File: config.mk
export PLATFORM = sky130hd
export DESIGN_NAME = key_combo_press_event_detector
export DESIGN_NICKNAME = d
export VERILOG_FILES = /design/src/hw/rtl/kcped_pkg.sv /design/src/hw/rtl/key_combo_press_event_detector.sv
export SDC_FILE = /design/constraint.sdc
export NUM_CORES = 1
export LEC_CHECK = 0
export BUFFER_PORTS_ARGS = -buffer_cell sky130_fd_sc_hd__clkbuf_2
export CAP_MARGIN = 20
export CORE_ASPECT_RATIO = 1.2
export CORE_MARGIN = 8
export CORE_UTILIZATION = 30
export DETAILED_ROUTE_END_ITERATION = 8
export GPL_ROUTABILITY_DRIVEN = 0
export SLEW_MARGIN = 15
export SYNTH_ARGS = -nofsm -noshare
export SYNTH_HDL_FRONTEND = slang
export SYNTH_SLANG_ARGS = --single-unit
File: constraint.sdc
create_clock -name clk -period 5.8 [get_ports clk]
set_input_delay 0.29 -clock clk [delete_from_list [all_inputs] [get_ports clk]]
set_output_delay 0.29 -clock clk [all_outputs]
set_load 0.005 [all_outputs]
File: src/hw/rtl/kcped_pkg.sv
package kcped_pkg;

	// press tracking phases
	typedef enum logic [2:0] {
		PH_IDLE   = 3'd0,
		PH_WAIT   = 3'd1,
		PH_SHORT  = 3'd2,
		PH_DOUBLE = 3'd3,
		PH_LONG   = 3'd4,
		PH_REL    = 3'd5
	} phase_t;

	// event codes carried in the result beat
	typedef enum logic [3:0] {
		EV_NONE       = 4'd0,
		EV_RAW        = 4'd1,
		EV_SHORT      = 4'd2,
		EV_DOUBLE     = 4'd3,
		EV_LONG       = 4'd4,
		EV_REPEAT     = 4'd5,
		EV_SHORT_REL  = 4'd6,
		EV_DOUBLE_REL = 4'd7,
		EV_LONG_REL   = 4'd8,
		EV_RELEASED   = 4'd9
	} event_t;

	// register map, word index
	typedef enum logic [2:0] {
		REG_SHORT_TH  = 3'd0,
		REG_LONG_TH   = 3'd1,
		REG_REPEAT    = 3'd2,
		REG_DBL_WIN   = 3'd3,
		REG_FALLTHRU  = 3'd4,
		REG_DBL_EN    = 3'd5
	} reg_idx_t;

	localparam int unsigned KeyW   = 8;
	localparam int unsigned TimeW  = 32;
	localparam int unsigned CodeW  = 4;
	localparam int unsigned ThW    = 16;
	localparam int unsigned InW    = KeyW + TimeW;   // 40, whole bytes
	localparam int unsigned OutW   = 16;             // 8 + 4 padded to 16
	localparam int unsigned AddrW  = 5;

	localparam logic [ThW-1:0] ShortThRst  = 16'd50;
	localparam logic [ThW-1:0] LongThRst   = 16'd1000;
	localparam logic [ThW-1:0] RepeatRst   = 16'd250;
	localparam logic [ThW-1:0] DblWinRst   = 16'd300;

endpackage

File: src/hw/rtl/key_combo_press_event_detector.sv
// channel      | beat fields (low bit first)                  | handshake
// s (input)    | pressed_keys[7:0], now_ms[39:8]              | s_tvalid / s_tready
// m (result)   | event_keys[7:0], event_code[11:8], zero pad  | m_tvalid / m_tready
// apb (config) | six registers at byte addresses 0,4,..,20    | psel & penable, pready = 1
//
// an input beat passes through one input register, then one result
// register; the state update happens as the item moves from the first to the second
// throughput is one beat per cycle while m_tready does not stall the result register
// the input register keeps taking beats while a result waits for m_tready, until it is full
// arst_n clears the press state, the valid flags and restores the register defaults
module key_combo_press_event_detector
	import kcped_pkg::*;
#(
	parameter int unsigned KEY_BITS = 8
) (
	input  logic             clk,
	input  logic             arst_n,
	// input stream
	input  logic             s_tvalid,
	output logic             s_tready,
	input  logic [InW-1:0]   s_tdata,   // pressed_keys[7:0], now_ms[39:8]
	// result stream
	output logic             m_tvalid,
	input  logic             m_tready,
	output logic [OutW-1:0]  m_tdata,   // event_keys[7:0], event_code[11:8], zero [15:12]
	// configuration
	input  logic             psel,
	input  logic             penable,
	input  logic             pwrite,
	input  logic [AddrW-1:0] paddr,
	input  logic [31:0]      pwdata,
	output logic [31:0]      prdata,
	output logic             pready
);

	// keys above KEY_BITS are dropped; the port stays eight bits wide
	localparam logic [KeyW-1:0] KeysMask =
		(KEY_BITS >= KeyW) ? {KeyW{1'b1}} : KeyW'((64'd1 << KEY_BITS) - 64'd1);

	// configuration registers
	logic [ThW-1:0] short_th_q, long_th_q, repeat_q, dbl_win_q;
	logic           fallthru_q, dbl_en_q;
	logic           cfg_wr;
	reg_idx_t       cfg_idx;

	assign pready  = 1'b1;
	assign cfg_wr  = psel && penable && pwrite;
	assign cfg_idx = reg_idx_t'(paddr[AddrW-1:2]);

	always_ff @(posedge clk or negedge arst_n) begin
		if (!arst_n) begin
			short_th_q <= ShortThRst;
			long_th_q  <= LongThRst;
			repeat_q   <= RepeatRst;
			dbl_win_q  <= DblWinRst;
			fallthru_q <= 1'b0;
			dbl_en_q   <= 1'b1;
		end else if (cfg_wr) begin
			unique case (cfg_idx)
				REG_SHORT_TH: short_th_q <= pwdata[ThW-1:0];
				REG_LONG_TH:  long_th_q  <= pwdata[ThW-1:0];
				REG_REPEAT:   repeat_q   <= pwdata[ThW-1:0];
				REG_DBL_WIN:  dbl_win_q  <= pwdata[ThW-1:0];
				REG_FALLTHRU: fallthru_q <= pwdata[0];
				REG_DBL_EN:   dbl_en_q   <= pwdata[0];
				default: ;   // unmapped words ignore writes
			endcase
		end
	end

	always_comb begin
		unique case (cfg_idx)
			REG_SHORT_TH: prdata = {16'd0, short_th_q};
			REG_LONG_TH:  prdata = {16'd0, long_th_q};
			REG_REPEAT:   prdata = {16'd0, repeat_q};
			REG_DBL_WIN:  prdata = {16'd0, dbl_win_q};
			REG_FALLTHRU: prdata = {31'd0, fallthru_q};
			REG_DBL_EN:   prdata = {31'd0, dbl_en_q};
			default:      prdata = 32'd0;
		endcase
	end

	// stage 1: input register
	logic              valid_s1;
	logic [KeyW-1:0]   keys_s1;
	logic [TimeW-1:0]  now_s1;
	logic              advance;

	// stage 2: result register
	logic              valid_s2;
	logic [KeyW-1:0]   ev_keys_s2;
	event_t            ev_code_s2;

	assign advance  = valid_s1 && (!valid_s2 || m_tready);
	assign s_tready = !valid_s1 || advance;

	always_ff @(posedge clk or negedge arst_n) begin
		if (!arst_n) begin
			valid_s1 <= 1'b0;
		end else if (s_tready) begin
			valid_s1 <= s_tvalid;
		end
	end

	always_ff @(posedge clk) begin
		if (s_tready && s_tvalid) begin
			keys_s1 <= s_tdata[KeyW-1:0] & KeysMask;
			now_s1  <= s_tdata[InW-1:KeyW];
		end
	end

	// press state
	phase_t           phase_q, phase_d;
	logic [KeyW-1:0]  held_q, held_d;
	logic [TimeW-1:0] start_q, start_d;
	logic [KeyW-1:0]  prev_mask_q, prev_mask_d;
	logic [TimeW-1:0] prev_time_q, prev_time_d;

	always_ff @(posedge clk or negedge arst_n) begin
		if (!arst_n) begin
			phase_q     <= PH_IDLE;
			held_q      <= '0;
			start_q     <= '0;
			prev_mask_q <= '0;
			prev_time_q <= '0;
		end else if (advance) begin
			phase_q     <= phase_d;
			held_q      <= held_d;
			start_q     <= start_d;
			prev_mask_q <= prev_mask_d;
			prev_time_q <= prev_time_d;
		end
	end

	// time differences wrap modulo 2^32
	logic [TimeW-1:0] elapsed, since_rel;
	logic             new_keys;
	logic [KeyW-1:0]  ev_keys;
	event_t           ev_code;
	logic [KeyW-1:0]  idle_keys;
	event_t           idle_code;

	assign elapsed   = now_s1 - start_q;
	assign since_rel = now_s1 - prev_time_q;
	assign new_keys  = |(keys_s1 & ~held_q);
	// quiet event while nothing fires: raw mask in fallthrough mode
	assign idle_keys = fallthru_q ? keys_s1 : '0;
	assign idle_code = fallthru_q ? EV_RAW : EV_NONE;

	always_comb begin
		phase_d     = phase_q;
		held_d      = held_q;
		start_d     = start_q;
		prev_mask_d = prev_mask_q;
		prev_time_d = prev_time_q;
		ev_keys     = idle_keys;
		ev_code     = idle_code;

		if (phase_q == PH_REL) begin
			// bare released beat, sample ignored
			phase_d = PH_IDLE;
			held_d  = '0;
			ev_keys = '0;
			ev_code = EV_RELEASED;
		end else if (keys_s1 == '0) begin
			held_d  = '0;
			ev_keys = held_q;
			phase_d = PH_REL;
			unique case (phase_q)
				PH_LONG: ev_code = EV_LONG_REL;
				PH_SHORT: begin
					ev_code = EV_SHORT_REL;
					if (dbl_en_q) begin
						prev_mask_d = held_q;
						prev_time_d = now_s1;
					end
				end
				PH_DOUBLE: begin
					ev_code = EV_DOUBLE_REL;
					if (dbl_en_q) begin
						prev_mask_d = '0;
					end
				end
				default: begin
					// released before short confirmation
					phase_d = PH_IDLE;
					ev_keys = '0;
					ev_code = EV_NONE;
				end
			endcase
		end else if (new_keys || phase_q == PH_IDLE) begin
			// more keys: restart timing
			held_d  = held_q | keys_s1;
			phase_d = PH_WAIT;
			start_d = now_s1;
			if (dbl_en_q && since_rel > {16'd0, dbl_win_q}) begin
				prev_mask_d = '0;
			end
		end else if (phase_q == PH_WAIT && elapsed > {16'd0, short_th_q}) begin
			// partial release narrows the mask at confirmation
			held_d  = keys_s1;
			ev_keys = keys_s1;
			if (dbl_en_q && prev_mask_q == keys_s1) begin
				phase_d = PH_DOUBLE;
				ev_code = EV_DOUBLE;
			end else begin
				phase_d = PH_SHORT;
				ev_code = EV_SHORT;
			end
		end else if (phase_q == PH_LONG) begin
			if (elapsed > {16'd0, repeat_q}) begin
				start_d = now_s1;
				ev_keys = held_q;
				ev_code = EV_REPEAT;
			end
		end else if (elapsed > {16'd0, long_th_q}) begin
			phase_d = PH_LONG;
			start_d = now_s1;
			ev_keys = held_q;
			ev_code = EV_LONG;
		end
	end

	always_ff @(posedge clk or negedge arst_n) begin
		if (!arst_n) begin
			valid_s2 <= 1'b0;
		end else if (advance) begin
			valid_s2 <= 1'b1;
		end else if (m_tready) begin
			valid_s2 <= 1'b0;
		end
	end

	always_ff @(posedge clk) begin
		if (advance) begin
			ev_keys_s2 <= ev_keys;
			ev_code_s2 <= ev_code;
		end
	end

	assign m_tvalid = valid_s2;
	assign m_tdata  = {{(OutW - KeyW - CodeW){1'b0}}, ev_code_s2, ev_keys_s2};

	// checks
	a_rel_clear: assert property (@(posedge clk) disable iff (!arst_n)
		(phase_q == PH_REL || phase_q == PH_IDLE) |-> held_q == '0)
		else $error("held mask not clear while idle or release pending");

	a_rel_to_idle: assert property (@(posedge clk) disable iff (!arst_n)
		(advance && phase_q == PH_REL) |=> phase_q == PH_IDLE)
		else $error("release pending did not return to idle");

	a_held_in_range: assert property (@(posedge clk) disable iff (!arst_n)
		(held_q & ~KeysMask) == '0)
		else $error("held mask has keys beyond KEY_BITS");

	a_code_range: assert property (@(posedge clk) disable iff (!arst_n)
		m_tvalid |-> m_tdata[KeyW+CodeW-1:KeyW] <= EV_RELEASED)
		else $error("event code out of range");

	a_wait_held: assert property (@(posedge clk) disable iff (!arst_n)
		(phase_q == PH_WAIT || phase_q == PH_SHORT || phase_q == PH_DOUBLE ||
		 phase_q == PH_LONG) |-> held_q != '0)
		else $error("active press with empty mask");

endmodule

==> results.yml <==
global_routing:
  grt_max_degree: 95
  antenna_found_initial: 0
  grt_use_total: 0.136
  overflow: 0
  grt_pass1_wl_um: 61700
  grt_pass1_vias: 11744
cells_and_area:
  final_util: 0.354
  final_cells: 2307
  final_nets: 1880
  final_layout_size_suffix_gt1_frac: 0.131
  insertedDiodeCount: 0
  layout-area-overhead-vs-synth_pct: 17.0
  final_area_um2: 16600
  fillers: 4800
routing:
  met1_length_um: 16600
  wire_per_inst_um: 16.6
  ant_nets: 0
  drc: 0
  routed.top_layer: "met4"
  routed_wl_um: 38400
  wl_met2_um: 18700
  dr_wl_met3_um: 1710
  drtIter0Drc: 723
  avgViaCountPerCell: 5.10
  drtPass1Iterations: 7
  route.vias.total: 11760
critical_path:
  crit_required_ps: 6090
  crit_arrival_ps: 5690
  worst_setup_path_start_kind: "flip-flop"
  critPathKind: "reg -> reg"
  cp-end-kind: "flip-flop"
  worstPathMaxFanout: 8
die:
  num_rows: 87
  die_y_um: 254
  fp.dieArea_um2: 54600
  io_pins: 135
  start_util: 0.303
  core_um2: 46900
  chipWidth_um: 215
synthesis:
  synthFlopType: "dfrtp_1"
  syn_inst: 1538
  ys_types: 89
  ys_warn_count: 0
  async_reset_ff_frac: 0.744
  netlist_area_um2: 14200
  avgSynthCellArea_um2: 9.24
  synth_edf_count: 52
  synth-seq-cells: 203
  ys_seq_area_frac: 0.378
clock_network:
  clk_latency_ps: 530
  htree_num_levels: 1
  cts.sinks: 203
  cts_max_path_buffers: 3
  clk_pin_slew_ps: 70
  tritoncts: "yes"
  numCtsBuffers: 22
  cts_root_buffer: "clkbuf_16"
sta:
  timing.fmax_mhz: 185
  final.setup.tns_ps: 0
  rsz0062_at_grt: "false"
  hold_viol_final: 0
  period_needed_ps: 5400
  setup_viol: 0
  tightestPinTransition_ps: 981
  slew_headroom: 0.346
  maxSlewViolCount: 0
  skew_ps: 8.96
  min_period_over_period: 0.931
placement:
  dp_cells: 2212
  placed_area_um2: 15300
  io_buffers: 95
  post-dp-hpwl_um: 29900
job:
  maxCapViolCount: 0
pwr:
  power.density_nw_per_um2: 431
  p_leak_nw: 7.37
  vdd_drop_max_mv: 0.177
outcome:
  run_status: "completed"
hold_path:
  worstHoldPathType: "in -> reg"
==> routing by layer <==
layer | GRT usage | vias to the layer above
met5 | 0 | -
met4 | 0.0563 | 0
met3 | 0.0179 | 81
met2 | 0.242 | 312
met1 | 0.165 | 5592
li1 | - | 5775
==> placed cells by master, fill, tap and decap left out, types with 10 or more instances in the layout <==
| cell type | Yosys | final |
|---|---|---|
| nor2_1 | 69 | 69 |
| mux2i_1 | 11 | 11 |
| clkbuf_2 | 0 | 94 |
| xor2_1 | 18 | 18 |
| o21a_1 | 18 | 18 |
| nand2b_1 | 15 | 15 |
| nand4_1 | 25 | 25 |
| inv_1 | 161 | 161 |
| conb_1 | 2 | 21 |
| nand3_1 | 26 | 26 |
| a21oi_1 | 86 | 86 |
| clkbuf_16 | 0 | 23 |
| mux2_1 | 31 | 31 |
| nand2_1 | 164 | 164 |
| o21ai_0 | 152 | 152 |
| nor2b_1 | 29 | 29 |
| a32o_1 | 12 | 12 |
| dlygate4sd3_1 | 0 | 53 |
| mux2_2 | 13 | 13 |
| edfxtp_1 | 52 | 52 |
| o211ai_1 | 17 | 17 |
| nor3_1 | 24 | 23 |
| dfrtp_1 | 131 | 131 |
| nor4_1 | 17 | 12 |
| ha_1 | 126 | 126 |
| a21o_1 | 25 | 25 |
| a211oi_1 | 10 | 10 |
| buf_4 | 21 | 11 |
| dfstp_2 | 20 | 20 |
| xnor2_1 | 26 | 26 |
| mux4_2 | 16 | 16 |
| and3_1 | 11 | 11 |
==> final cells by class <==
class | instances | area, um2 | share of cell area
multi-input cells | 1120 | 7970 | 0.479
flip-flops and latches | 203 | 5370 | 0.323
repair buffers | 160 | 1110 | 0.0670
well taps | 623 | 779 | 0.0469
inverters | 161 | 604 | 0.0363
clock buffers | 26 | 597 | 0.0359
clock inverters | 14 | 199 | 0.0120
==> path summary, 6_finish.rpt <==
| check | from | to | slack [ps] | depth (start not counted) |
|---|---|---|---|---|
| worst max-delay path | now_s1[0] | ev_keys_s2[2] | 400 | 20 |
| worst min-delay path | pwdata[6] | long_th_q[6] | 40 | 3 |
| worst max register to register | now_s1[0] | ev_keys_s2[2] | 400 | 20 |
| worst min register to register | start_q[11] | start_q[11] | 480 | 1 |
| max in group asynchronous | arst_n | start_q[25] | 4020 | 3 |
| min in group asynchronous | arst_n | prev_time_q[3] | 420 | 2 |
==> stage by stage <==
stage / setup WS (ps) / hold WS (ps) / total power, W
floorplan: 1070 / -5.59 / 0.00460
global placement: 264 / 434 / 0.00547
detailed placement: 192 / 449 / 0.00555
CTS: 163 / 14.4 / 0.00719
global route: 12.0 / 40.5 / 0.00772
finish: 402 / 35.6 / 0.00717
==> state kept, by name (all words and copies together) (netlist names) <==
register and cells:
now_s1 32, prev_time_q 32, start_q 32, dbl_win_q 16, long_th_q 16, repeat_q 16
short_th_q 16, ev_keys_s2 8, held_q 8, keys_s1 8, prev_mask_q 8, ev_code_s2 4
phase_q 3, dbl_en_q 1, fallthru_q 1, m_tvalid 1, valid_s1 1
==> report_power, final <==
group	switching (W)	internal, W	leakage, nW	total, W
clock network	0.000600	0.000957	0.389	0.00156
registers	0.000210	0.00182	2.16	0.00203
logic	0.00210	0.00148	4.82	0.00358
==> what timing repair did <==
action                                  in CTS  in global routing
gates resized for setup                      0                  1
setup buffers                                0                  2
endpoints found under the setup margin       0                 28
endpoints found under the hold margin      137                  0
hold buffers                                53                  0
==> worst max-delay path, stage by stage (launching register included) <==
cell      delay, ps
edfxtp_1        360
inv_1            70
ha_1            220
fa_1            400
nand2b_1        180
a21oi_1         290
nor2_1          140
nor3_1          230
nor2_1          110
o21ai_0         230
xor2_1          360
ha_1            330
o21ai_0         180
nand2b_1         80
a31o_2          240
a221o_1         390
a31o_2          270
nor4b_2         400
buf_4           200
o32ai_2         170
a22o_1          290
==> synth_stat cells (16+ instances only) <==
cell      number  area share
a21o_1        25       0.013
o21a_1        18      0.0095
dfstp_2       20       0.037
clkbuf_1      37      0.0098
inv_1        161       0.043
xnor2_1       26       0.016
xor2_1        18       0.011
nor2b_1       29       0.013
nor2_1        69       0.018
mux4_2        16       0.025
nor4_1        17      0.0075
mux2_1        31       0.025
dfrtp_1      131        0.23
o211ai_1      17      0.0090
ha_1         126        0.11
nand2_1      164       0.043
nand3_1       26      0.0092
a21oi_1       86       0.030
buf_4         21       0.011
nand4_1       25       0.011
nor3_1        24      0.0085
o21ai_0      152       0.054
edfxtp_1      52        0.11
==> logic make-up (layout without fill, tap and decap cells) <==
group | Yosys count | after routing | synth area share
flip-flops | 203 | 203 | 0.378
XOR/XNOR | 44 | 44 | 0.0271
AO/OA/AOI/OAI | 423 | 423 | 0.192
buffers and inverters | 234 | 361 | 0.0697
multiplexers | 71 | 71 | 0.0680
other | 2 | 21 | 0.000529
adder cells (fa/ha/maj) | 128 | 128 | 0.114
AND/OR/NAND/NOR | 433 | 433 | 0.151
(Power assumes the default switching activity.)
